<file path="src/sv/slds_pkg.sv">
`timescale 1ns / 1ps

package slds_pkg;

    // Field and state widths
    localparam int SAMPLE_BITS = 16;
    localparam int FRAC_BITS   = 16;
    localparam int PHASE_BITS  = 24;
    localparam int AREA_BITS   = 48;
    localparam int HIST_BITS   = 40;
    localparam int COEF_BITS   = 24;
    localparam int GAIN_BITS   = 17;
    localparam int OUT_BITS    = 16;
    localparam int QUOT_BITS   = 48;

    // One input sample step in Q8.16 phase units
    localparam logic [PHASE_BITS-1:0] ONE_Q       = 24'h010000;
    localparam logic [PHASE_BITS-1:0] RATIO_RESET = 24'd681574;
    localparam logic [COEF_BITS-1:0]  COEF_RESET  = 24'd16772183;
    localparam logic [GAIN_BITS-1:0]  GAIN_RESET  = 17'd65536;

    // Configuration register indexes
    typedef enum logic [2:0] {
        CFG_RATIO = 3'd0,
        CFG_COEF1 = 3'd1,
        CFG_COEF2 = 3'd2,
        CFG_GAIN  = 3'd3,
        CFG_AVOID = 3'd4
    } cfg_index_t;

    // Settings shared by both lanes; ratio is already limited to at least 1.0
    typedef struct packed {
        logic [PHASE_BITS-1:0] ratio;
        logic [COEF_BITS-1:0]  coef1;
        logic [COEF_BITS-1:0]  coef2;
        logic [GAIN_BITS-1:0]  gain;
        logic                  avoid;
    } slds_cfg_t;

    // Command from the phase control to a lane
    typedef struct packed {
        logic                 acc;
        logic                 start;
        logic [FRAC_BITS:0]   frac;
    } slds_lane_cmd_t;

    // Lane status toward the control and the merge stage
    typedef struct packed {
        logic idle;
        logic done;
    } slds_lane_stat_t;

endpackage

</file>
<file path="src/sv/slds_merge.sv">
`timescale 1ns / 1ps

module slds_merge (
    input  logic                          clk,
    input  logic                          rst_n,
    input  slds_pkg::slds_lane_stat_t     stat_l,
    input  slds_pkg::slds_lane_stat_t     stat_r,
    input  logic signed [15:0]            res_l,
    input  logic signed [15:0]            res_r,
    input  logic                          result_stall,
    output logic                          ack,
    output logic                          result_valid,
    output logic signed [15:0]            left_out,
    output logic signed [15:0]            right_out
);
    import slds_pkg::*;

    logic                        valid_reg;
    logic signed [OUT_BITS-1:0]  left_reg, right_reg;

    // Both lanes finished and the output register is free or being emptied
    assign ack = stat_l.done & stat_r.done & (!valid_reg | !result_stall);

    always_ff @(posedge clk or negedge rst_n)
    begin
        if (!rst_n)
            valid_reg <= 1'b0;
        else if (ack)
            valid_reg <= 1'b1;
        else if (!result_stall)
            valid_reg <= 1'b0;
    end

    // Pair the two channel results into one request
    always_ff @(posedge clk)
    begin
        if (ack)
        begin
            left_reg  <= res_l;
            right_reg <= res_r;
        end
    end

    assign result_valid = valid_reg;
    assign left_out     = left_reg;
    assign right_out    = right_reg;

endmodule

</file>
<file path="config.mk">
export PLATFORM = sky130hd
export DESIGN_NAME = slds_merge
export DESIGN_NICKNAME = d
export VERILOG_FILES = /design/src/sv/slds_pkg.sv /design/src/sv/slds_merge.sv
export SDC_FILE = /design/constraint.sdc
export NUM_CORES = 1
export LEC_CHECK = 0
export BUFFER_PORTS_ARGS = -buffer_cell sky130_fd_sc_hd__buf_2
export CAP_MARGIN = 20
export CELL_PAD_IN_SITES_DETAIL_PLACEMENT = 0
export CELL_PAD_IN_SITES_GLOBAL_PLACEMENT = 1
export CORE_MARGIN = 5
export CORE_UTILIZATION = 33
export DETAILED_ROUTE_END_ITERATION = 8
export PLACE_DENSITY = 0.83
export SYNTH_ARGS = -nofsm -noshare
export SYNTH_HDL_FRONTEND = slang
export SYNTH_SLANG_ARGS = --single-unit
</file>
<file path="constraint.sdc">
create_clock -name clk -period 3.8 [get_ports clk]
set_input_delay 0.76 -clock clk [delete_from_list [all_inputs] [get_ports clk]]
set_output_delay 0.76 -clock clk [all_outputs]
set_load 0.05 [all_outputs]
</file>
## Word-level counts from Yosys, hierarchy flattened

Index checks and enable logic that the tools add are counted.

- Flip-flop bits (word level): 33
- Input bits: 39

- Eq/ne operators: 1
- Mux-type cells: 2
- Bitwise gates (word level): 3
- Reduce and logical (&&, ||, !) cells: 2

Operators by type and width:

| operator | number |
|---|---|
| AND 1 bit | 2 |
| logical NOT 1 bit | 2 |
| two-way mux 1 bit | 2 |
| != test 2 x 1 -> 1 bit, second input constant | 1 |
| bitwise OR 1 bit | 1 |

## Logic depth before layout (Yosys ltp)

Gate-level depths: netlist of the first run.

- Word-level depth: 4
- Mapped depth: 2
- Gate-level depth less buffers: 2

## Worst setup path before layout of the first run

No wires, ideal clock.

- Path type: in2out
- From: input port result_stall
- To: output port ack
- Arrival time: 2.125 ns
- Path slack: 0.915 ns
- Stages on the path: 1
- Path buffers: 0
- Cells stage by stage: a21oi_2

- Longest elaborated chain between the ends: 3

Ends and longest elaborated chain:

| what | RTL line | text |
|---|---|---|
| from (decl) | slds_merge.sv:10 | `input logic result_stall,` |
| logical NOT 1 bit | - |  |
| bitwise OR 1 bit | slds_merge.sv:22 | `assign ack = stat_l.done & stat_r.done & (!valid_reg \| !result_stall);` |
| AND 1 bit | slds_merge.sv:22 |  |
| to (decl) | slds_merge.sv:11 | `output logic ack,` |

Every way passes these cells.

## Worst setup path in the final report of the first run

- From: input port stat_r[0] (netlist bit)
- To: output port ack

- Longest elaborated chain between the ends: 2

Ends and longest elaborated chain:

| what | RTL line | text |
|---|---|---|
| from (decl) | slds_merge.sv:7 | `input slds_pkg::slds_lane_stat_t stat_r,` |
| AND 1 bit (2 in series) | slds_merge.sv:22 |  |

Every way passes these cells.

==> flow_metrics.py, run 1 <==
metrics = {
    "finish": {
        "fin_cells": 149,
        "diodes": 0,
        "final_cell_mix": "70 x buf_2, 32 x edfxtp_1, 5 x clkbuf_4",
        "layout_commonest_cell": "buf_2",
        "syn2layout_area_growth_pct": 45.4,
        "nets": 154,
        "drive_above_1_share": 0.672,
    },
    "timing": {
        "setup-tns-final_ns": 0,
        "skew_ns": 0.0136,
        "setup_viol": 0,
        "slew_viol_final": 0,
        "hold_violations": 0,
        "slew_headroom": 0.738,
        "fin_crit_ns": 2.13,
        "fmax_mhz": 470,
        "worst_slew_pin_slew_ns": 0.393,
        "period_share": 0.560,
        "rsz0062_at_grt": "false",
    },
    "yosys": {
        "ys_seq_area_frac": 0.980,
        "ys_types": 4,
        "muxShareOfSynthArea": 0,
        "syn-num-nets": 76,
        "synth_seq_cells": 33,
        "yosys.area.top_type_share": 0.955,
        "synth.avg_cell_area_um2": 27.2,
        "syn_inst": 37,
        "synth_xor_xnor_area_share": 0,
        "synth_top_family_by_area": "simple AND/OR/NAND/NOR gates",
        "synth.area.top_cells": "edfxtp_1 96%, dfrtp_1 2.5%, nand2_1 1.1%",
        "synth_warnings": 0,
        "syn_area_um2": 1010,
        "synth_compound_area_frac": 0.00871,
        "netlist.top_cell.by_area": "edfxtp_1",
        "synthAdderAreaFrac": 0,
        "synth-simple-area-share": 0.0112,
    },
    "setup_path": {
        "critPathLaunchType": "input pin",
        "crit_top_cell": "buf_2",
        "cp.arrival_ns": 1.37,
        "required_ns": 3.04,
        "slowest_delay_ns": 0.28,
        "cp_max_fo": 2,
        "critPathSlowestCell": "buf_2",
        "cp_cell_sequence": "buf_2 > nand2_1 > a21oi_4 > buf_2",
        "r2r-start": "result_valid$_DFFE_PN0P_",
        "reg2reg_setup_slack_ns": 2.43,
        "endpoint_kind": "output port",
        "r2r_cells": 2,
        "path_class": "input pin to output port",
        "crit_path_start": "stat_r[0]",
    },
    "global_route": {
        "grt_util_all_layers": 0.113,
        "grt_pass1_vias": 728,
        "grt-ovfl-total": 0,
        "grt_max_degree": 33,
        "antenna_found_initial": 0,
        "grt_pass1_wl_mm": 3.35,
    },
    "power_and_ir_drop": {
        "power_density_nw_per_um2": 474,
        "peakVddDrop_uv": 273,
        "p_leak_nw": 0.634,
    },
    "clock_network": {
        "cts_made_buffers": 5,
        "cts_hold_buf": 0,
        "cts-root-buf": "clkbuf_4",
        "cts_tree": "yes",
        "clk_latency_ns": 0.32,
        "cts_max_path_buffers": 2,
        "cts_htree_levels": 2,
        "cts_sinks": 33,
        "post_cts_buffers": 0,
        "clkTransAtPathRegs_ns": 0.10,
        "cts_resized": 0,
    },
    "place": {
        "place.gp.congestion": 0.647,
        "numPlacedInstances": 141,
        "io_buffers": 70,
    },
    "floorplanning": {
        "ios": 73,
        "coreArea_um2": 2980,
        "dieWidth_um": 65.2,
        "core.rowCount": 20,
        "die_height_um": 65.2,
        "start_util": 0.338,
        "die_area_um2": 4250,
    },
    "outcome": {
        "status": "completed",
    },
    "min_path": {
        "hp-class": "input pin to asynchronous set/reset pin",
    },
    "route": {
        "route.detailed.drc": 0,
        "drt-initial-drc-count": 18,
        "postRouteWirelength_mm": 2.08,
        "ant_nets": 0,
        "via_per_inst": 4.38,
        "via_count": 652,
        "dr.pass1.iters": 2,
        "drt-wirelength-per-cell_um": 14.0,
    },
    "flow_run": {
        "drv_cap": 0,
    },
}
[layer usage]
metal	part of all wire	vias to the layer above	global-route usage	wire (µm)
met5	0	-	0	0
met4	0.020	0	0.0699	41
met3	0.21	5	0.103	432
met2	0.44	56	0.166	922
met1	0.33	291	0.100	682
li1	-	300	-	-
[sequential cells by signal, indices dropped and copies added (netlist names)]
| register | flops |
|---|---|
| result_valid | 1 |
| right_out | 16 |
| left_out | 16 |
[worst max-delay path: cells and delay by family]
family,cells,cell delay [ns]
simple gates,1,0.09
buf+inv,2,0.36
compound gates,1,0.15
[synthesized netlist by cell type (all sizes together)]
master,n
edfxtp,32
nand2,3
a21oi,1
dfrtp,1
[area by class of cell]
type                       count  area, µm²
timing repair buffer          71        358
tap                           33       41.3
clock buffer                   5       37.5
clock inverter                 3       12.5
sequential                    33        986
multi-input combinational      4       27.5
fill                         255       1520
[logic make-up after synthesis]
logic type,Yosys count
DFF,33
and+or+nand+nor,3
AOI/OAI and AO/OA,1
[power by group]
group	switching, mW	leakage, nW	internal (mW)
Sequential	0.00418	0.310	0.418
Combinational	0.0727	0.294	0.0244
Clock	0.108	0.0300	0.0668
[worst paths after layout]
kind,to
hold reg to reg,result_valid$_DFFE_PN0P_
min in group clk,result_valid$_DFFE_PN0P_
setup reg to reg,left_out[0]$_DFFE_PP_
hold / removal,result_valid$_DFFE_PN0P_
max in group asynchronous,result_valid$_DFFE_PN0P_
setup / recovery,ack
[stage by stage]
stage	setup slack, ns	hold slack (ns)	power, mW	util	instance area (µm²)
finish	1.67	0.186	0.693	0.491	1460
global route	1.62	0.153	0.735	0.491	1460
CTS	1.67	0.166	0.704	0.491	1460
detailed placement	1.67	0.536	0.529	0.474	1410
global placement	1.69	0.529	0.526	0.474	1410
floorplan	0.915	0.464	0.493	-	1010
No activity file was read; power rests on OpenSTA's default activity.
==> run 2, diff against run 1 <==
--- a/config.mk
+++ b/config.mk
@@ -10,9 +10,9 @@
 export CELL_PAD_IN_SITES_DETAIL_PLACEMENT = 0
 export CELL_PAD_IN_SITES_GLOBAL_PLACEMENT = 1
 export CORE_MARGIN = 5
-export CORE_UTILIZATION = 33
+export CORE_UTILIZATION = 30
 export DETAILED_ROUTE_END_ITERATION = 8
-export PLACE_DENSITY = 0.83
+export PLACE_DENSITY = 0.76
 export SYNTH_ARGS = -nofsm -noshare
 export SYNTH_HDL_FRONTEND = slang
 export SYNTH_SLANG_ARGS = --single-unit
==> constraint.sdc (replaced) <==
create_clock -name clk -period 2 [get_ports clk]
set_input_delay 0.4 -clock clk [delete_from_list [all_inputs] [get_ports clk]]
set_output_delay 0.4 -clock clk [all_outputs]
set_load 0.05 [all_outputs]
==> run 2 against run 1 <==
Critical path type is now flip-flop to output port. Via count up 0.15%. Final cell count up 9.4%. Critical endpoint unchanged. Critical path depth down 2. Clock skew down 0.0083 ns. Register-to-register slack worse by 1.8 ns. Clock power up 110%. Worst hold slack better by 0.065 ns.
==> flow_metrics.py, run 2 (synthesized netlist as in run 1, its figures left out) <==
metrics = {
    "clock_network": {
        "cts_made_buffers": 5,
        "cts_tree": "yes",
        "cts-root-buf": "clkbuf_4",
        "cts_resized": 0,
        "post_cts_buffers": 0,
        "clk_latency_ns": 0.32,
        "cts_htree_levels": 2,
        "cts_max_path_buffers": 2,
        "clkTransAtPathRegs_ns": 0.10,
        "cts_sinks": 33,
    },
    "finish": {
        "fin_util": 0.456,
        "syn2layout_area_growth_pct": 48.9,
        "nFillCells": 303,
        "fin_area_um2": 1500,
        "nets": 155,
        "final_cell_mix": "70 x buf_2, 32 x edfxtp_1, 5 x clkbuf_4",
        "multi_input_area_um2": 27.5,
        "diodes": 0,
        "fin_cells": 163,
        "seqCellArea_um2": 986,
        "layout_commonest_cell": "buf_2",
        "drive_above_1_share": 0.667,
    },
    "timing": {
        "fin_crit_ns": 1.61,
        "fin_hold_ws_ns": 0.250,
        "slew_viol_final": 0,
        "setup_ws_ns": 0.390,
        "period_share": 0.805,
        "rsz0062_at_grt": "false",
        "setup_viol": 0,
        "setup-tns-final_ns": 0,
        "slew_headroom": 0.746,
        "skew_ns": 0.00527,
        "hold_violations": 0,
        "fmax_mhz": 621,
        "worst_slew_pin_slew_ns": 0.381,
    },
    "place": {
        "place.gp.congestion": 0.671,
        "pre_cts_slack_ns": 0.524,
        "io_buffers": 70,
        "placed_cell_area_um2": 1430,
        "numPlacedInstances": 154,
    },
    "power_and_ir_drop": {
        "power_density_nw_per_um2": 907,
        "peakVddDrop_uv": 506,
        "finalPower_mw": 1.36,
        "p_leak_nw": 0.641,
    },
    "setup_path": {
        "cp.arrival_ns": 1.21,
        "path_class": "flip-flop to output port",
        "cp_max_fo": 3,
        "required_ns": 1.60,
        "endpoint_kind": "output port",
        "critPathLaunchType": "flip-flop",
    },
    "route": {
        "postRouteWirelength_mm": 2.15,
        "wl_met1_um": 732,
        "drt-initial-drc-count": 12,
        "via_per_inst": 4.01,
        "dr.pass1.iters": 2,
        "wl_met2_um": 943,
        "via_count": 653,
        "drt-wirelength-per-cell_um": 13.2,
        "route.detailed.drc": 0,
        "route.met3.wl_um": 455,
        "highest_layer": "met4",
        "ant_nets": 0,
    },
    "flow_run": {
        "drv_cap": 0,
    },
    "floorplanning": {
        "die_area_um2": 4610,
        "start_util": 0.306,
        "ios": 73,
        "coreArea_um2": 3280,
        "die_height_um": 67.9,
        "dieWidth_um": 67.9,
        "core.rowCount": 21,
    },
    "global_route": {
        "grt_pass1_vias": 748,
        "grt_util_all_layers": 0.102,
        "grt-ovfl-total": 0,
        "grt_max_degree": 32,
        "grt_pass1_wl_mm": 3.29,
        "antenna_found_initial": 0,
    },
    "min_path": {
        "hp-class": "input pin to flip-flop",
    },
    "outcome": {
        "status": "completed",
    },
}
-- run 2: final cells by class --
cell class,instances,area share
clock buffers,8,0.0393
flip-flops and latches,33,0.658
repair buffers,72,0.246
multi-input cells,4,0.0184
well taps,46,0.0384
-- run 2: repair_timing --
item                                    CTS  global route
endpoints found under the setup margin    0             0
hold buffers                              1             0
endpoints found under the hold margin     1             0
-- run 2: power breakdown --
group / internal (mW) / switching (mW) / leakage (nW) / total [mW]
Combinational: 0.0477 / 0.139 / 0.298 / 0.187
Sequential: 0.793 / 0.00759 / 0.310 / 0.801
Clock: 0.173 / 0.197 / 0.0326 / 0.370
-- run 2: final timing paths --
check                                    startpoint  depth (start not counted)                       end  slack (ns)
max                        result_valid$_DFFE_PN0P_                          2                       ack        0.39
min                                       res_l[12]                          1    left_out[12]$_DFFE_PP_        0.25
max reg2reg                result_valid$_DFFE_PN0P_                          2     left_out[3]$_DFFE_PP_        0.66
min reg2reg                result_valid$_DFFE_PN0P_                          2  result_valid$_DFFE_PN0P_        0.56
max in group asynchronous                     rst_n                          2  result_valid$_DFFE_PN0P_        1.54
min in group asynchronous                     rst_n                          2  result_valid$_DFFE_PN0P_        0.37
-- run 2: routing by layer --
metal  vias to the layer above  GRT usage
li1                        305          -
met1                       291      0.102
met2                        55      0.153
met3                         2     0.0788
met4                         0     0.0521
met5                         -          0
-- run 2: worst max-delay path: stages (launching register included) --
cell	delay, ns
dfrtp_1	0.42
a21oi_4	0.19
buf_2	0.28
==> run 3, diff against run 2 <==
==> constraint.sdc (replaced) <==
create_clock -name clk -period 1.7 [get_ports clk]
set_input_delay 0.34 -clock clk [delete_from_list [all_inputs] [get_ports clk]]
set_output_delay 0.34 -clock clk [all_outputs]
set_load 0.05 [all_outputs]
==> run 3 against run 2 <==
Sequential power rose by 18%. Register-to-register slack got worse by 0.15 ns. Wire length fell by 1.1%. Die area did not move. Global-route usage rose by 0.070 points. Critical path type unchanged. Largest power group unchanged. Highest routed layer unchanged.
==> flow_metrics.py, run 3 (synthesized netlist as in run 1, its figures left out) <==
metrics = {
    "floorplanning": {
        "core.rowCount": 21,
        "start_util": 0.306,
        "die_height_um": 67.9,
        "ios": 73,
        "dieWidth_um": 67.9,
        "die_area_um2": 4610,
        "coreArea_um2": 3280,
    },
    "setup_path": {
        "r2r_cells": 2,
        "critPathLaunchType": "flip-flop",
        "reg2reg_setup_slack_ns": 0.51,
        "path_class": "flip-flop to output port",
        "cp_max_fo": 4,
        "r2r-start": "result_valid$_DFFE_PN0P_",
        "endpoint_kind": "output port",
        "cp.arrival_ns": 1.22,
        "timing.rr.end": "left_out[1]$_DFFE_PP_",
        "required_ns": 1.36,
    },
    "finish": {
        "drive_above_1_share": 0.686,
        "diodes": 0,
        "syn2layout_area_growth_pct": 49.0,
        "fin_area_um2": 1500,
        "nets": 156,
        "fin_cells": 164,
        "layout_commonest_cell": "buf_2",
        "fin_util": 0.456,
        "final_cell_mix": "70 x buf_2, 32 x edfxtp_1, 5 x clkbuf_4",
    },
    "global_route": {
        "grt_util_all_layers": 0.103,
        "antenna_found_initial": 0,
        "grt_pass1_vias": 744,
        "grt_max_degree": 18,
        "grt-ovfl-total": 0,
        "grt_pass1_wl_mm": 3.24,
    },
    "clock_network": {
        "cts_sinks": 33,
        "cts_resized": 0,
        "cts_max_path_buffers": 2,
        "clkTransAtPathRegs_ns": 0.10,
        "clk_latency_ns": 0.32,
        "cts_made_buffers": 5,
        "cts_tree": "yes",
        "cts_htree_levels": 2,
        "cts-root-buf": "clkbuf_4",
    },
    "power_and_ir_drop": {
        "p_leak_nw": 0.644,
        "clock_power_share": 0.258,
        "peakVddDrop_uv": 643,
        "p_sw_mw": 0.420,
        "power_density_nw_per_um2": 1050,
        "seqPwrFrac": 0.601,
        "swShare": 0.268,
        "pwr-share-comb": 0.141,
        "p_int_mw": 1.15,
    },
    "timing": {
        "worst_slew_pin_slew_ns": 0.259,
        "fmax_mhz": 641,
        "setup-tns-final_ns": 0,
        "slew_viol_final": 0,
        "period_share": 0.917,
        "hold_violations": 0,
        "fin_hold_ws_ns": 0.177,
        "rsz0062_at_grt": "false",
        "skew_ns": 0.00652,
        "slew_headroom": 0.829,
        "setup_viol": 0,
        "fin_crit_ns": 1.56,
    },
    "route": {
        "postRouteWirelength_mm": 2.12,
        "drt-initial-drc-count": 17,
        "dr.pass1.iters": 3,
        "via_per_inst": 4.01,
        "ant_nets": 0,
        "drt-wirelength-per-cell_um": 12.9,
        "route.detailed.drc": 0,
        "via_count": 657,
    },
    "min_path": {
        "holdPathStages": 1,
        "hp-class": "input pin to flip-flop",
        "min_from": "res_l[12]",
        "hold_end": "left_out[12]$_DFFE_PP_",
    },
    "place": {
        "dp_hpwl_mm": 1.69,
        "placed_cell_area_um2": 1440,
        "place.gp.congestion": 0.648,
        "io_buffers": 70,
        "numPlacedInstances": 155,
    },
    "outcome": {
        "status": "completed",
    },
    "flow_run": {
        "drv_cap": 0,
    },
}
run 3: changes by cell type in the layout (fill, tap and decap cells not counted), sizes merged:
cell    before  now
buf         71   72
clkinv       0    2
clkbuf       8    6
run 3: power by group through the flow:
stage               Clock, mW  Sequential (mW)  Combinational, mW
floorplan                   0             1.08             0.0212
global route            0.476            0.946              0.234
global placement            0            0.961              0.218
detailed placement          0            0.962              0.222
finish                  0.405            0.943              0.221
CTS                     0.423            0.944              0.224
run 3: how the worst max path moves through the flow:
stage	startpoint	cells past startpoint	end
2_1_floorplan	result_valid$_DFFE_PN0P_	1	left_out[0]$_DFFE_PP_
3_3_place_gp	stat_l[0]	4	ack
3_5_place_dp	stat_l[0]	4	ack
4_1_cts	result_valid$_DFFE_PN0P_	2	ack
5_1_grt	result_valid$_DFFE_PN0P_	2	ack
6_report	result_valid$_DFFE_PN0P_	2	ack
run 3: worst max-delay path: stages, from the launching register on:
cell and delay [ns]:
dfrtp_2 0.44, a21oi_4 0.16, buf_2 0.29
run 3: what timing repair did:
item	4_1_cts	5_1_grt
buffers inserted	0	0
hold buffers	1	0
hold endpoints to repair	1	0
run 3: per-stage QoR:
| step | setup slack (ns) | power [mW] |
|---|---|---|
| after detailed placement | 0.398 | 1.18 |
| after floorplan | -0.0879 | 1.10 |
| final | 0.141 | 1.57 |
| after global placement | 0.405 | 1.18 |
| after CTS | 0.115 | 1.59 |
| after global routing | 0.0655 | 1.66 |
run 3: area by class of cell:
class                           count  area (µm²)
Clock buffer                        6        41.3
Clock inverter                      2        10.0
Fill cell                         297        1790
Multi-Input combinational cell      4        27.5
Sequential cell                    33         987
Tap cell                           46        57.6
Timing Repair Buffer               73         375
run 3: layer usage:
metal | vias up | GRT usage | wire length (µm)
met5 | - | 0 | 0
met4 | 0 | 0.0670 | 55
met3 | 6 | 0.0755 | 353
met2 | 51 | 0.157 | 1000
met1 | 296 | 0.0969 | 709
li1 | 304 | - | -
