### src/sv/slds_pkg.sv
`timescale 1ns / 1ps

package slds_pkg;

    // Field and state widths
    localparam int SAMPLE_BITS = 16;
    localparam int FRAC_BITS   = 16;
    localparam int PHASE_BITS  = 24;
    localparam int AREA_BITS   = 48;
    localparam int HIST_BITS   = 40;
    localparam int COEF_BITS   = 24;
    localparam int GAIN_BITS   = 17;
    localparam int OUT_BITS    = 16;
    localparam int QUOT_BITS   = 48;

    // One input sample step in Q8.16 phase units
    localparam logic [PHASE_BITS-1:0] ONE_Q       = 24'h010000;
    localparam logic [PHASE_BITS-1:0] RATIO_RESET = 24'd681574;
    localparam logic [COEF_BITS-1:0]  COEF_RESET  = 24'd16772183;
    localparam logic [GAIN_BITS-1:0]  GAIN_RESET  = 17'd65536;

    // Configuration register indexes
    typedef enum logic [2:0] {
        CFG_RATIO = 3'd0,
        CFG_COEF1 = 3'd1,
        CFG_COEF2 = 3'd2,
        CFG_GAIN  = 3'd3,
        CFG_AVOID = 3'd4
    } cfg_index_t;

    // Settings shared by both lanes; ratio is already limited to at least 1.0
    typedef struct packed {
        logic [PHASE_BITS-1:0] ratio;
        logic [COEF_BITS-1:0]  coef1;
        logic [COEF_BITS-1:0]  coef2;
        logic [GAIN_BITS-1:0]  gain;
        logic                  avoid;
    } slds_cfg_t;

    // Command from the phase control to a lane
    typedef struct packed {
        logic                 acc;
        logic                 start;
        logic [FRAC_BITS:0]   frac;
    } slds_lane_cmd_t;

    // Lane status toward the control and the merge stage
    typedef struct packed {
        logic idle;
        logic done;
    } slds_lane_stat_t;

endpackage

### src/sv/slds_lane.sv
`timescale 1ns / 1ps

module slds_lane (
    input  logic                          clk,
    input  logic                          rst_n,
    input  slds_pkg::slds_cfg_t           cfg,
    input  slds_pkg::slds_lane_cmd_t      cmd,
    input  logic [15:0]                   sample,
    input  logic                          ack,
    output slds_pkg::slds_lane_stat_t     stat,
    output logic signed [15:0]            result
);
    import slds_pkg::*;

    typedef enum logic [13:0] {
        ST_IDLE = 14'b00000000000001,
        ST_MULD = 14'b00000000000010,
        ST_MID  = 14'b00000000000100,
        ST_SUM  = 14'b00000000001000,
        ST_MULP = 14'b00000000010000,
        ST_MULX = 14'b00000000100000,
        ST_ACC  = 14'b00000001000000,
        ST_DIV  = 14'b00000010000000,
        ST_PREP = 14'b00000100000000,
        ST_HI   = 14'b00001000000000,
        ST_LO   = 14'b00010000000000,
        ST_RND  = 14'b00100000000000,
        ST_UPD  = 14'b01000000000000,
        ST_DONE = 14'b10000000000000
    } lane_state_t;

    typedef enum logic [2:0] {
        STG_DC1  = 3'b001,
        STG_DC2  = 3'b010,
        STG_GAIN = 3'b100
    } lane_stage_t;

    localparam logic signed [HIST_BITS-1:0] SAT_MAX = 40'sh7FFFFFFFFF;
    localparam logic signed [HIST_BITS-1:0] SAT_MIN = 40'sh8000000000;
    localparam logic [5:0] DIV_LAST = 6'(QUOT_BITS - 1);

    lane_state_t state_reg, state_next;
    lane_stage_t stage_reg;
    logic [5:0]  cnt_reg;

    // Channel state kept across requests
    logic [SAMPLE_BITS-1:0]       prev_reg;
    logic [AREA_BITS-1:0]         area_reg;
    logic signed [HIST_BITS-1:0]  xin1_reg, y1_reg, xin2_reg, y2_reg;

    // Working registers of one period close
    logic [SAMPLE_BITS-1:0]       x_reg;
    logic [FRAC_BITS:0]           frac_reg, ofrac_reg;
    logic [31:0]                  mid_reg;
    logic [32:0]                  sp_reg, sx_reg;
    logic [AREA_BITS-1:0]         a_reg;
    logic [24:0]                  rem_reg;
    logic [QUOT_BITS-1:0]         quo_reg;
    logic signed [HIST_BITS-1:0]  xcur_reg;
    logic [HIST_BITS-1:0]         mag_reg;
    logic                         neg_reg;
    logic [63:0]                  acc_reg;
    logic [HIST_BITS-1:0]         rnd_reg;
    logic [56:0]                  prod_reg;
    logic signed [15:0]           result_reg;

    logic [32:0]                  mul_a;
    logic [23:0]                  mul_b;
    logic [23:0]                  mul_k;
    logic signed [16:0]           dx;
    logic [15:0]                  dabs;
    logic [31:0]                  prevq;
    logic [56:0]                  prod_rnd;
    logic [64:0]                  dividend;
    logic [25:0]                  r2;
    logic [25:0]                  dvs;
    logic [25:0]                  diff;
    logic                         ge;
    logic signed [HIST_BITS-1:0]  src;
    logic [63:0]                  full, full_dc, full_g;
    logic signed [41:0]           srnd, ysum;
    logic signed [HIST_BITS-1:0]  ysat;
    logic [14:0]                  clip;
    logic signed [15:0]           outv;
    logic [16:0]                  psum;
    logic signed [41:0]           xin_ext;
    logic signed [41:0]           ytot;

    // Interpolation helpers
    assign dx    = $signed({1'b0, x_reg}) - $signed({1'b0, prev_reg});
    assign dabs  = dx[16] ? 16'(-dx) : dx[15:0];
    assign prevq = {prev_reg, 16'b0};
    assign psum  = {1'b0, prev_reg} + {1'b0, sample};
    assign prod_rnd = prod_reg + 57'h8000;
    assign dividend = {1'b0, a_reg, 16'b0} + {41'b0, cfg.ratio};

    // Restoring divider step by twice the ratio
    assign r2   = {rem_reg, quo_reg[QUOT_BITS-1]};
    assign dvs  = {1'b0, cfg.ratio, 1'b0};
    assign ge   = (r2 >= dvs);
    assign diff = r2 - dvs;

    // Coefficient of the current blocker or gain step
    always_comb
    begin
        unique case (stage_reg)
            STG_DC1:  mul_k = cfg.coef1;
            STG_DC2:  mul_k = cfg.coef2;
            default:  mul_k = {7'b0, cfg.gain};
        endcase
    end

    always_comb
    begin
        unique case (stage_reg)
            STG_DC1:  src = y1_reg;
            STG_DC2:  src = y2_reg;
            default:  src = xcur_reg;
        endcase
    end

    // Shared multiplier operands
    always_comb
    begin
        mul_a = '0;
        mul_b = '0;
        unique case (state_reg)
            ST_MULD:
            begin
                mul_a = {17'b0, dabs};
                mul_b = {7'b0, frac_reg};
            end
            ST_MULP:
            begin
                mul_a = sp_reg;
                mul_b = {7'b0, frac_reg};
            end
            ST_MULX:
            begin
                mul_a = sx_reg;
                mul_b = {7'b0, ofrac_reg};
            end
            ST_HI:
            begin
                mul_a = {13'b0, mag_reg[39:20]};
                mul_b = mul_k;
            end
            ST_LO:
            begin
                mul_a = {13'b0, mag_reg[19:0]};
                mul_b = mul_k;
            end
            default:
            begin
                mul_a = '0;
                mul_b = '0;
            end
        endcase
    end

    // Rounding of the multiply result and blocker update
    assign full    = acc_reg + {7'b0, prod_reg};
    assign full_dc = full + 64'h800000;
    assign full_g  = full + 64'h80000000;
    assign srnd    = neg_reg ? -$signed({2'b0, rnd_reg}) : $signed({2'b0, rnd_reg});
    assign ysum    = $signed({{2{xcur_reg[39]}}, xcur_reg}) + srnd;

    always_comb
    begin
        unique case (stage_reg)
            STG_DC1:  xin_ext = {{2{xin1_reg[39]}}, xin1_reg};
            STG_DC2:  xin_ext = {{2{xin2_reg[39]}}, xin2_reg};
            default:  xin_ext = '0;
        endcase
    end

    assign ytot = ysum - xin_ext;

    always_comb
    begin
        priority if (ytot > $signed({{2{SAT_MAX[39]}}, SAT_MAX}))
            ysat = SAT_MAX;
        else if (ytot < $signed({{2{SAT_MIN[39]}}, SAT_MIN}))
            ysat = SAT_MIN;
        else
            ysat = ytot[39:0];
    end

    // Gain result: clip, sign and optional zero replacement
    assign clip = (rnd_reg > 40'd32767) ? 15'h7FFF : rnd_reg[14:0];
    always_comb
    begin
        outv = neg_reg ? -$signed({1'b0, clip}) : $signed({1'b0, clip});
        if (cfg.avoid && outv == 16'sd0)
            outv = 16'sd1;
    end

    // Sequencer
    always_comb
    begin
        state_next = state_reg;
        unique case (state_reg)
            ST_IDLE: if (cmd.start) state_next = ST_MULD;
            ST_MULD: state_next = ST_MID;
            ST_MID:  state_next = ST_SUM;
            ST_SUM:  state_next = ST_MULP;
            ST_MULP: state_next = ST_MULX;
            ST_MULX: state_next = ST_ACC;
            ST_ACC:  state_next = ST_DIV;
            ST_DIV:  if (cnt_reg == DIV_LAST) state_next = ST_PREP;
            ST_PREP: state_next = ST_HI;
            ST_HI:   state_next = ST_LO;
            ST_LO:   state_next = ST_RND;
            ST_RND:  state_next = ST_UPD;
            ST_UPD:  state_next = (stage_reg == STG_GAIN) ? ST_DONE : ST_PREP;
            ST_DONE: if (ack) state_next = ST_IDLE;
            default: state_next = ST_IDLE;
        endcase
    end

    // Control and channel state
    always_ff @(posedge clk or negedge rst_n)
    begin
        if (!rst_n)
        begin
            state_reg <= ST_IDLE;
            stage_reg <= STG_DC1;
            cnt_reg   <= '0;
            prev_reg  <= '0;
            area_reg  <= '0;
            xin1_reg  <= '0;
            y1_reg    <= '0;
            xin2_reg  <= '0;
            y2_reg    <= '0;
        end
        else
        begin
            state_reg <= state_next;
            unique case (state_reg)
                ST_IDLE:
                begin
                    if (!cmd.start && cmd.acc)
                    begin
                        area_reg <= area_reg + {15'b0, psum, 16'b0};
                        prev_reg <= sample;
                    end
                end
                ST_SUM:  prev_reg <= x_reg;
                ST_ACC:
                begin
                    area_reg <= {7'b0, prod_rnd[56:16]};
                    cnt_reg  <= '0;
                end
                ST_DIV:
                begin
                    cnt_reg   <= cnt_reg + 6'd1;
                    stage_reg <= STG_DC1;
                end
                ST_UPD:
                begin
                    unique case (stage_reg)
                        STG_DC1:
                        begin
                            xin1_reg  <= xcur_reg;
                            y1_reg    <= ysat;
                            stage_reg <= STG_DC2;
                        end
                        STG_DC2:
                        begin
                            xin2_reg  <= xcur_reg;
                            y2_reg    <= ysat;
                            stage_reg <= STG_GAIN;
                        end
                        default: stage_reg <= STG_DC1;
                    endcase
                end
                default: ;
            endcase
        end
    end

    // Datapath registers
    always_ff @(posedge clk)
    begin
        prod_reg <= 57'(mul_a) * 57'(mul_b);
        unique case (state_reg)
            ST_IDLE:
            begin
                x_reg    <= sample;
                frac_reg <= cmd.frac;
            end
            ST_MID:
                mid_reg <= dx[16] ? prevq - prod_reg[31:0] : prevq + prod_reg[31:0];
            ST_SUM:
            begin
                sp_reg    <= {1'b0, prevq} + {1'b0, mid_reg};
                sx_reg    <= {1'b0, mid_reg} + {1'b0, x_reg, 16'b0};
                ofrac_reg <= 17'h10000 - frac_reg;
            end
            ST_MULX:
                a_reg <= area_reg + {7'b0, prod_rnd[56:16]};
            ST_ACC:
            begin
                rem_reg <= {8'b0, dividend[64:48]};
                quo_reg <= dividend[47:0];
            end
            ST_DIV:
            begin
                rem_reg <= ge ? diff[24:0] : r2[24:0];
                quo_reg <= {quo_reg[QUOT_BITS-2:0], ge};
            end
            ST_PREP:
            begin
                if (stage_reg == STG_DC1)
                    xcur_reg <= (quo_reg > {8'b0, SAT_MAX}) ? SAT_MAX : quo_reg[39:0];
                mag_reg <= src[39] ? 40'(-src) : src;
                neg_reg <= src[39];
            end
            ST_LO:
                acc_reg <= {prod_reg[43:0], 20'b0};
            ST_RND:
                rnd_reg <= (stage_reg == STG_GAIN) ? {8'b0, full_g[63:32]} : full_dc[63:24];
            ST_UPD:
            begin
                xcur_reg <= ysat;
                if (stage_reg == STG_GAIN)
                    result_reg <= outv;
            end
            default: ;
        endcase
    end

    assign stat.idle = (state_reg == ST_IDLE);
    assign stat.done = (state_reg == ST_DONE);
    assign result    = result_reg;

endmodule

### config.mk
export PLATFORM = sky130hd
export DESIGN_NAME = slds_lane
export DESIGN_NICKNAME = d
export VERILOG_FILES = /design/src/sv/slds_pkg.sv /design/src/sv/slds_lane.sv
export SDC_FILE = /design/constraint.sdc
export NUM_CORES = 2
export LEC_CHECK = 0
export ABC_AREA = 1
export BUFFER_PORTS_ARGS = -buffer_cell sky130_fd_sc_hd__buf_2
export CAP_MARGIN = 5
export CORE_ASPECT_RATIO = 0.6
export CORE_UTILIZATION = 59
export DETAILED_ROUTE_END_ITERATION = 7
export PLACE_DENSITY = 0.87
export SLEW_MARGIN = 40
export SYNTH_ARGS = -nofsm -noshare
export SYNTH_HDL_FRONTEND = slang
export SYNTH_SLANG_ARGS = --single-unit
### constraint.sdc
create_clock -name clk -period 9.22 [get_ports clk]
set_input_delay 0.461 -clock clk [delete_from_list [all_inputs] [get_ports clk]]
set_output_delay 0.461 -clock clk [all_outputs]
set_load 0.05 [all_outputs]
Word-level counts from Yosys, hierarchy flattened:

Cells that the tools add are included.

* flip-flop bits (word level): 754
* input port bits: 128
* output and inout port bits: 18
* logic and storage cells: 128

* eq/ne operators: 23
* mux-type cells: 32
* $add $sub $neg: 22
* multiply operators: 1
* $lt $le $gt $ge: 5
* reduce and logical (&&, ||, !) cells: 18

Operators with widths (number)
* case mux 14 bit (14 select lines): 1
* case mux 48 bit (2 select lines): 2
* case mux 33 bit (5 select lines): 1
* 2-to-1 mux 40 bit: 4
* case mux 40 bit (2 select lines): 2
* case mux 42 bit (2 select lines): 1
* case mux 24 bit (3 select lines): 1
* adder 32 x 32 -> 33 bit: 2
* adder 64 x 24 -> 65 bit: 1
* adder 64 x 24 -> 64 bit (second input constant): 1
* adder 64 x 32 -> 64 bit (second input constant): 1
* adder 64 x 57 -> 64 bit: 1
* 2-to-1 mux 32 bit: 2
* adder 57 x 16 -> 57 bit (second input constant): 1
* multiplier 33 x 24 -> 57 bit: 1
* 2-to-1 mux 14 bit: 4
* case mux 25 bit (2 select lines): 1
* adder 48 x 33 -> 48 bit: 1
* adder 48 x 41 -> 48 bit: 1
* > comparator 48 x 39 -> 1 bit (second input constant): 1
* 2-to-1 mux 16 bit: 3
* 2-to-1 mux 48 bit: 1
* case mux 24 bit (2 select lines): 1
* adder 40 x 42 -> 42 bit: 1
* other kinds (50): 65

Depth between registers and ports, before layout:

* depth after elaboration: 8
* mapped depth: 47
* mapped depth without buffers: 46

Worst setup path before layout:

Ideal clock, no wire load.

* path type: reg2reg
* from: register state_reg[6]
* to: register prod_reg[47]
* buffers on the path: 2
* cell stages (with the launch flop): 37
* arrival time: 8725 ps
* required time: 9100 ps
* setup time: 120 ps
* path slack: 376 ps
* clock period less this slack: 8844 ps
* cells stage by stage: dfrtp_1 -> inv_2 -> nand2_1 -> nor2_1 -> nand2_2 -> inv_2 -> nand2_1 -> inv_1 -> clkbuf_1 -> a22o_1 -> a21oi_1 -> nand2_2 -> buf_2 -> nand2_1 -> fa_1 -> inv_1 -> fa_1 -> inv_1 -> fa_1 -> inv_1 -> fa_1 -> inv_1 -> fa_1 -> inv_1 -> fa_1 -> inv_1 -> fa_1 -> inv_1 -> ha_1 -> nand2_1 -> nor2_1 -> nand2_1 -> o211ai_1 -> a21oi_1 -> o21ai_0 -> a21oi_1 -> xnor2_1

* word-level cells in the longest chain between the ends: 4
* elaborated cells on any way between the ends: 10
* classes of those cells: mul (1); eq/ne (5); mux (2); reduce/logical (2)

RTL lines
* start, declared: RTL line slds_lane.sv:42 `lane_state_t state_reg, state_next;`
* start signal, assigned: RTL line slds_lane.sv:238 `state_reg <= state_next;`
* equality test 14 x 11 -> 1 bit, or another cell as far along: RTL line slds_lane.sv:127 `unique case (state_reg)`
* OR reduction 2 bit (no line)
* case mux 24 bit (3 select lines): RTL line slds_lane.sv:127
* multiplier 33 x 24 -> 57 bit *: RTL line slds_lane.sv:285 `prod_reg <= 57'(mul_a) * 57'(mul_b);`
* end signal, assigned: RTL line slds_lane.sv:285
* end, declared: RTL line slds_lane.sv:64 `logic [56:0] prod_reg;`

Every way passes the cells marked *; elsewhere a longest branch is shown, timed or not.
A chain may end at the register's enable or synchronous reset.

Final worst setup path:

* from: register x_reg[2]
* to: register prod_reg[49]

* word-level cells in the longest chain between the ends: 5

RTL lines
* start, declared: RTL line slds_lane.sv:52 `logic [SAMPLE_BITS-1:0] x_reg;`
* start signal, assigned: RTL line slds_lane.sv:289 `x_reg <= sample;`
* subtractor 16 x 16 -> 17 bit *: RTL line slds_lane.sv:90 `assign dx = $signed({1'b0, x_reg}) - $signed({1'b0, prev_reg});`
* negator 16 bit: RTL line slds_lane.sv:91 `assign dabs = dx[16] ? 16'(-dx) : dx[15:0];`
* 2-to-1 mux 16 bit *: RTL line slds_lane.sv:91
* case mux 33 bit (5 select lines) *: RTL line slds_lane.sv:127
* multiplier 33 x 24 -> 57 bit *: RTL line slds_lane.sv:285

Marks and branches as above.

==> impl_metrics.json <==
{
  "rsz0062_at_grt": "yes",
  "irDropWorstVdd_mv": 0.412,
  "yosysWarnings": 0,
  "critPathRequiredTime_ns": 9.79,
  "drtIter0Drc": 10562,
  "outcome": "complete, no violations",
  "yosys.area_share.simple_pct": 22.8,
  "first_global_vias": 67713,
  "ys_types": 74,
  "wl_met3_um": 56000,
  "fmax_ghz": 0.110,
  "syn_area_per_cell_um2": 7.75,
  "finalSetupViolCount": 0,
  "clkTransAtPathRegs_ns": 0.07,
  "synthXorXnorAreaFrac_pct": 4.62,
  "clk-insertion-delay-late_ns": 0.70,
  "wl_per_cell_um": 23.1,
  "synth_largest_area_cell": "fa_1",
  "wl_um": 285000,
  "hold_ws_ns": 0.0407,
  "period_share_pct": 98.7,
  "start_util_pct": 59.5,
  "final.setup_skew_ns": 0.0333,
  "grt_max_degree": 137,
  "drive_gt1_share_pct": 9.14,
  "p_total_mw": 19.2,
  "synth_seq_cells": 738,
  "hold_path.class": "in -> reg",
  "synth_top_family_by_area": "adder cells",
  "path_class": "reg -> reg",
  "async_reset_ff_share_pct": 33.5,
  "relSlewSlack_pct": 31.2,
  "tightest_slew_ns": 1.03,
  "max_stage_delay_ns": 0.72,
  "synth_mux_area_share_pct": 0.192,
  "synth_cells": 10105,
  "grt_pass1_wl_um": 422000,
  "core_area_um2": 132000,
  "path_max_fanout": 6,
  "std_cell_rows": 103,
  "detail-route-antenna-nets": 0,
  "syn2layout_area_growth_pct": 10.6,
  "finalHoldViolations": 0,
  "place_congestion": 1.08,
  "ys.flop_type": "edfxtp_1",
  "cp-start-kind": "register",
  "wl_met2_um": 102000,
  "num_vias": 73220,
  "synth_top_area_share_pct": 18.7,
  "synth_area_um2": 78300,
  "critPathArrivalTime_ns": 9.66,
  "wl_met1_um": 120000,
  "maxSlewViolCount": 0,
  "cp-end-kind": "register",
  "dp_hpwl_um": 233000,
  "synth.area.top_cells": "fa_1 19%, edfxtp_1 17%, nand2_1 13%",
  "synthAdderAreaFrac_pct": 26.0,
  "topRoutingLayerUsed": "met5",
  "h-tree-depth": 3,
  "cts_made_buffers": 72,
  "seq_area_frac_synth_pct": 26.0,
  "die-area_um2": 134000,
  "dpl.cell_count": 12161,
  "grt_use_total_pct": 41.9,
  "routed_via_density": 5.93,
  "cts_tree": "built",
  "p_leak_nw": 42.5,
  "place_ws_ns": -0.0733,
  "max-cap-violations": 0,
  "fp.dieH_um": 284,
  "overflow": 0,
  "io_pins": 146,
  "final.min_clock_period_ns": 9.10,
  "synth-compound-area-share_pct": 9.86,
  "layout.nets": 11811,
  "cts_root_buf": "clkbuf_16",
  "dr.pass1.iters": 7,
  "numPortBuffers": 145,
  "die_w_um": 472,
  "fin_cells": 12347,
  "fin_util_pct": 65.8,
  "power_density_nw_per_um2": 222,
  "largest_reg_flops": 57,
  "antenna_found_initial": 11,
  "numClockSinks": 738,
  "setup_ws_ns": 0.123,
  "clock_path_buffers": 3,
  "cpMaxStageDelayCell": "fa_1",
  "path_common_cell": "nand2_1",
  "synth_edf_count": 434,
  "drc": 0,
  "fillers": 10920
}
worst max-delay path, delay by kind of cell (launching register included):
| family | cells | cell delay [ns] |
|---|---|---|
| xor gates and xnor gates | 1 | 0.15 |
| adders and majority gates | 9 | 4.85 |
| AOI/OAI and AO/OA | 5 | 0.82 |
| buffers and inverters | 3 | 0.26 |
| DFF | 1 | 0.43 |
| and+or+nand+nor | 19 | 2.47 |
repair_timing:
action	in CTS	in global routing
setup endpoints to repair	5	31
pin swaps	0	38
resized for setup	9	153
buffers inserted	2	18
hold buffers	23	0
hold endpoints to repair	133	0
cloned	0	1
through the flow:
step                      instance area [um^2]  TNS (ns)
after floorplan                          78600         0
after global placement                   82900         0
after detailed placement                 82900    -0.160
after CTS                                85700         0
after global routing                     86600    -0.393
final                                    86600         0
worst paths after layout:
kind                                                 end  depth (start not counted)  slack (ns)                 start
worst max-delay path                prod_reg[49]$_DFF_P_                         37        0.12    x_reg[2]$_DFFE_PP_
worst min-delay path                 x_reg[11]$_DFFE_PP_                          1        0.04            sample[11]
worst max register to register      prod_reg[49]$_DFF_P_                         37        0.12    x_reg[2]$_DFFE_PP_
worst min register to register       sp_reg[5]$_DFFE_PP_                          0        0.42  mid_reg[5]$_DFFE_PP_
max in group asynchronous       area_reg[47]$_DFFE_PN0P_                          5        7.36                 rst_n
min in group asynchronous       xin1_reg[14]$_DFFE_PN0P_                          2        0.23                 rst_n
area by class of cell:
class,count,area [um^2],area share [%]
Inverter,1841,6960,8.04
Antenna cell,5,12.5,0.0145
Timing Repair Buffer,511,3820,4.41
Clock inverter,42,534,0.617
Multi-Input combinational cell,7333,50700,58.6
Tap cell,1785,2230,2.58
Sequential cell,738,20400,23.5
Clock buffer,92,1970,2.27
layout by cell type, fill, tap and decap left out, types with 144 or more instances in the layout:
master,instances
xor2_1,291
inv_1,1766
nand3_1,309
buf_4,318
dfrtp_1,245
a21oi_1,435
nor2_1,720
edfxtp_1,434
ha_1,437
fa_1,713
nand2_1,2732
o21ai_0,454
buf_2,144
logic make-up (layout without fill, tap and decap cells):
group / count (synthesis) / in the layout
simple gates: 4295 / 4295
buf+inv: 2123 / 2486
compound gates: 1335 / 1335
fa+ha+maj: 1186 / 1186
flops: 738 / 738
xor+xnor: 411 / 411
mux: 15 / 15
other cells: 2 / 96
cells in the mapped netlist (35+ instances only):
cell type     n
nand2_1    2752
inv_1      1782
nor2_1      739
fa_1        730
o21ai_0     484
ha_1        456
a21oi_1     454
edfxtp_1    434
nand3_1     315
xor2_1      296
dfrtp_1     245
buf_2       138
nor3_1      128
nand4_1     114
xnor2_1     113
clkbuf_1    106
a22o_1       87
nand2_2      61
a31oi_1      60
dfxtp_1      57
nor4_1       53
inv_2        49
o211ai_1     42
a21o_1       39
o21bai_1     37
nor2_2       35
routing by layer:
metal  GRT usage (%)  vias up
met5            1.28        -
met4            7.66       10
met3            22.4      473
met2            50.5     5285
met1            64.5    34905
li1                -    32547
where the power goes:
group	leakage [nW]	internal [mW]	switching [mW]	total, mW
sequential	7.68	4.11	0.460	4.57
clock	1.21	1.82	1.46	3.27
combinational	33.6	3.60	7.78	11.4
Note: power is estimated with default switching activity, not from simulation.
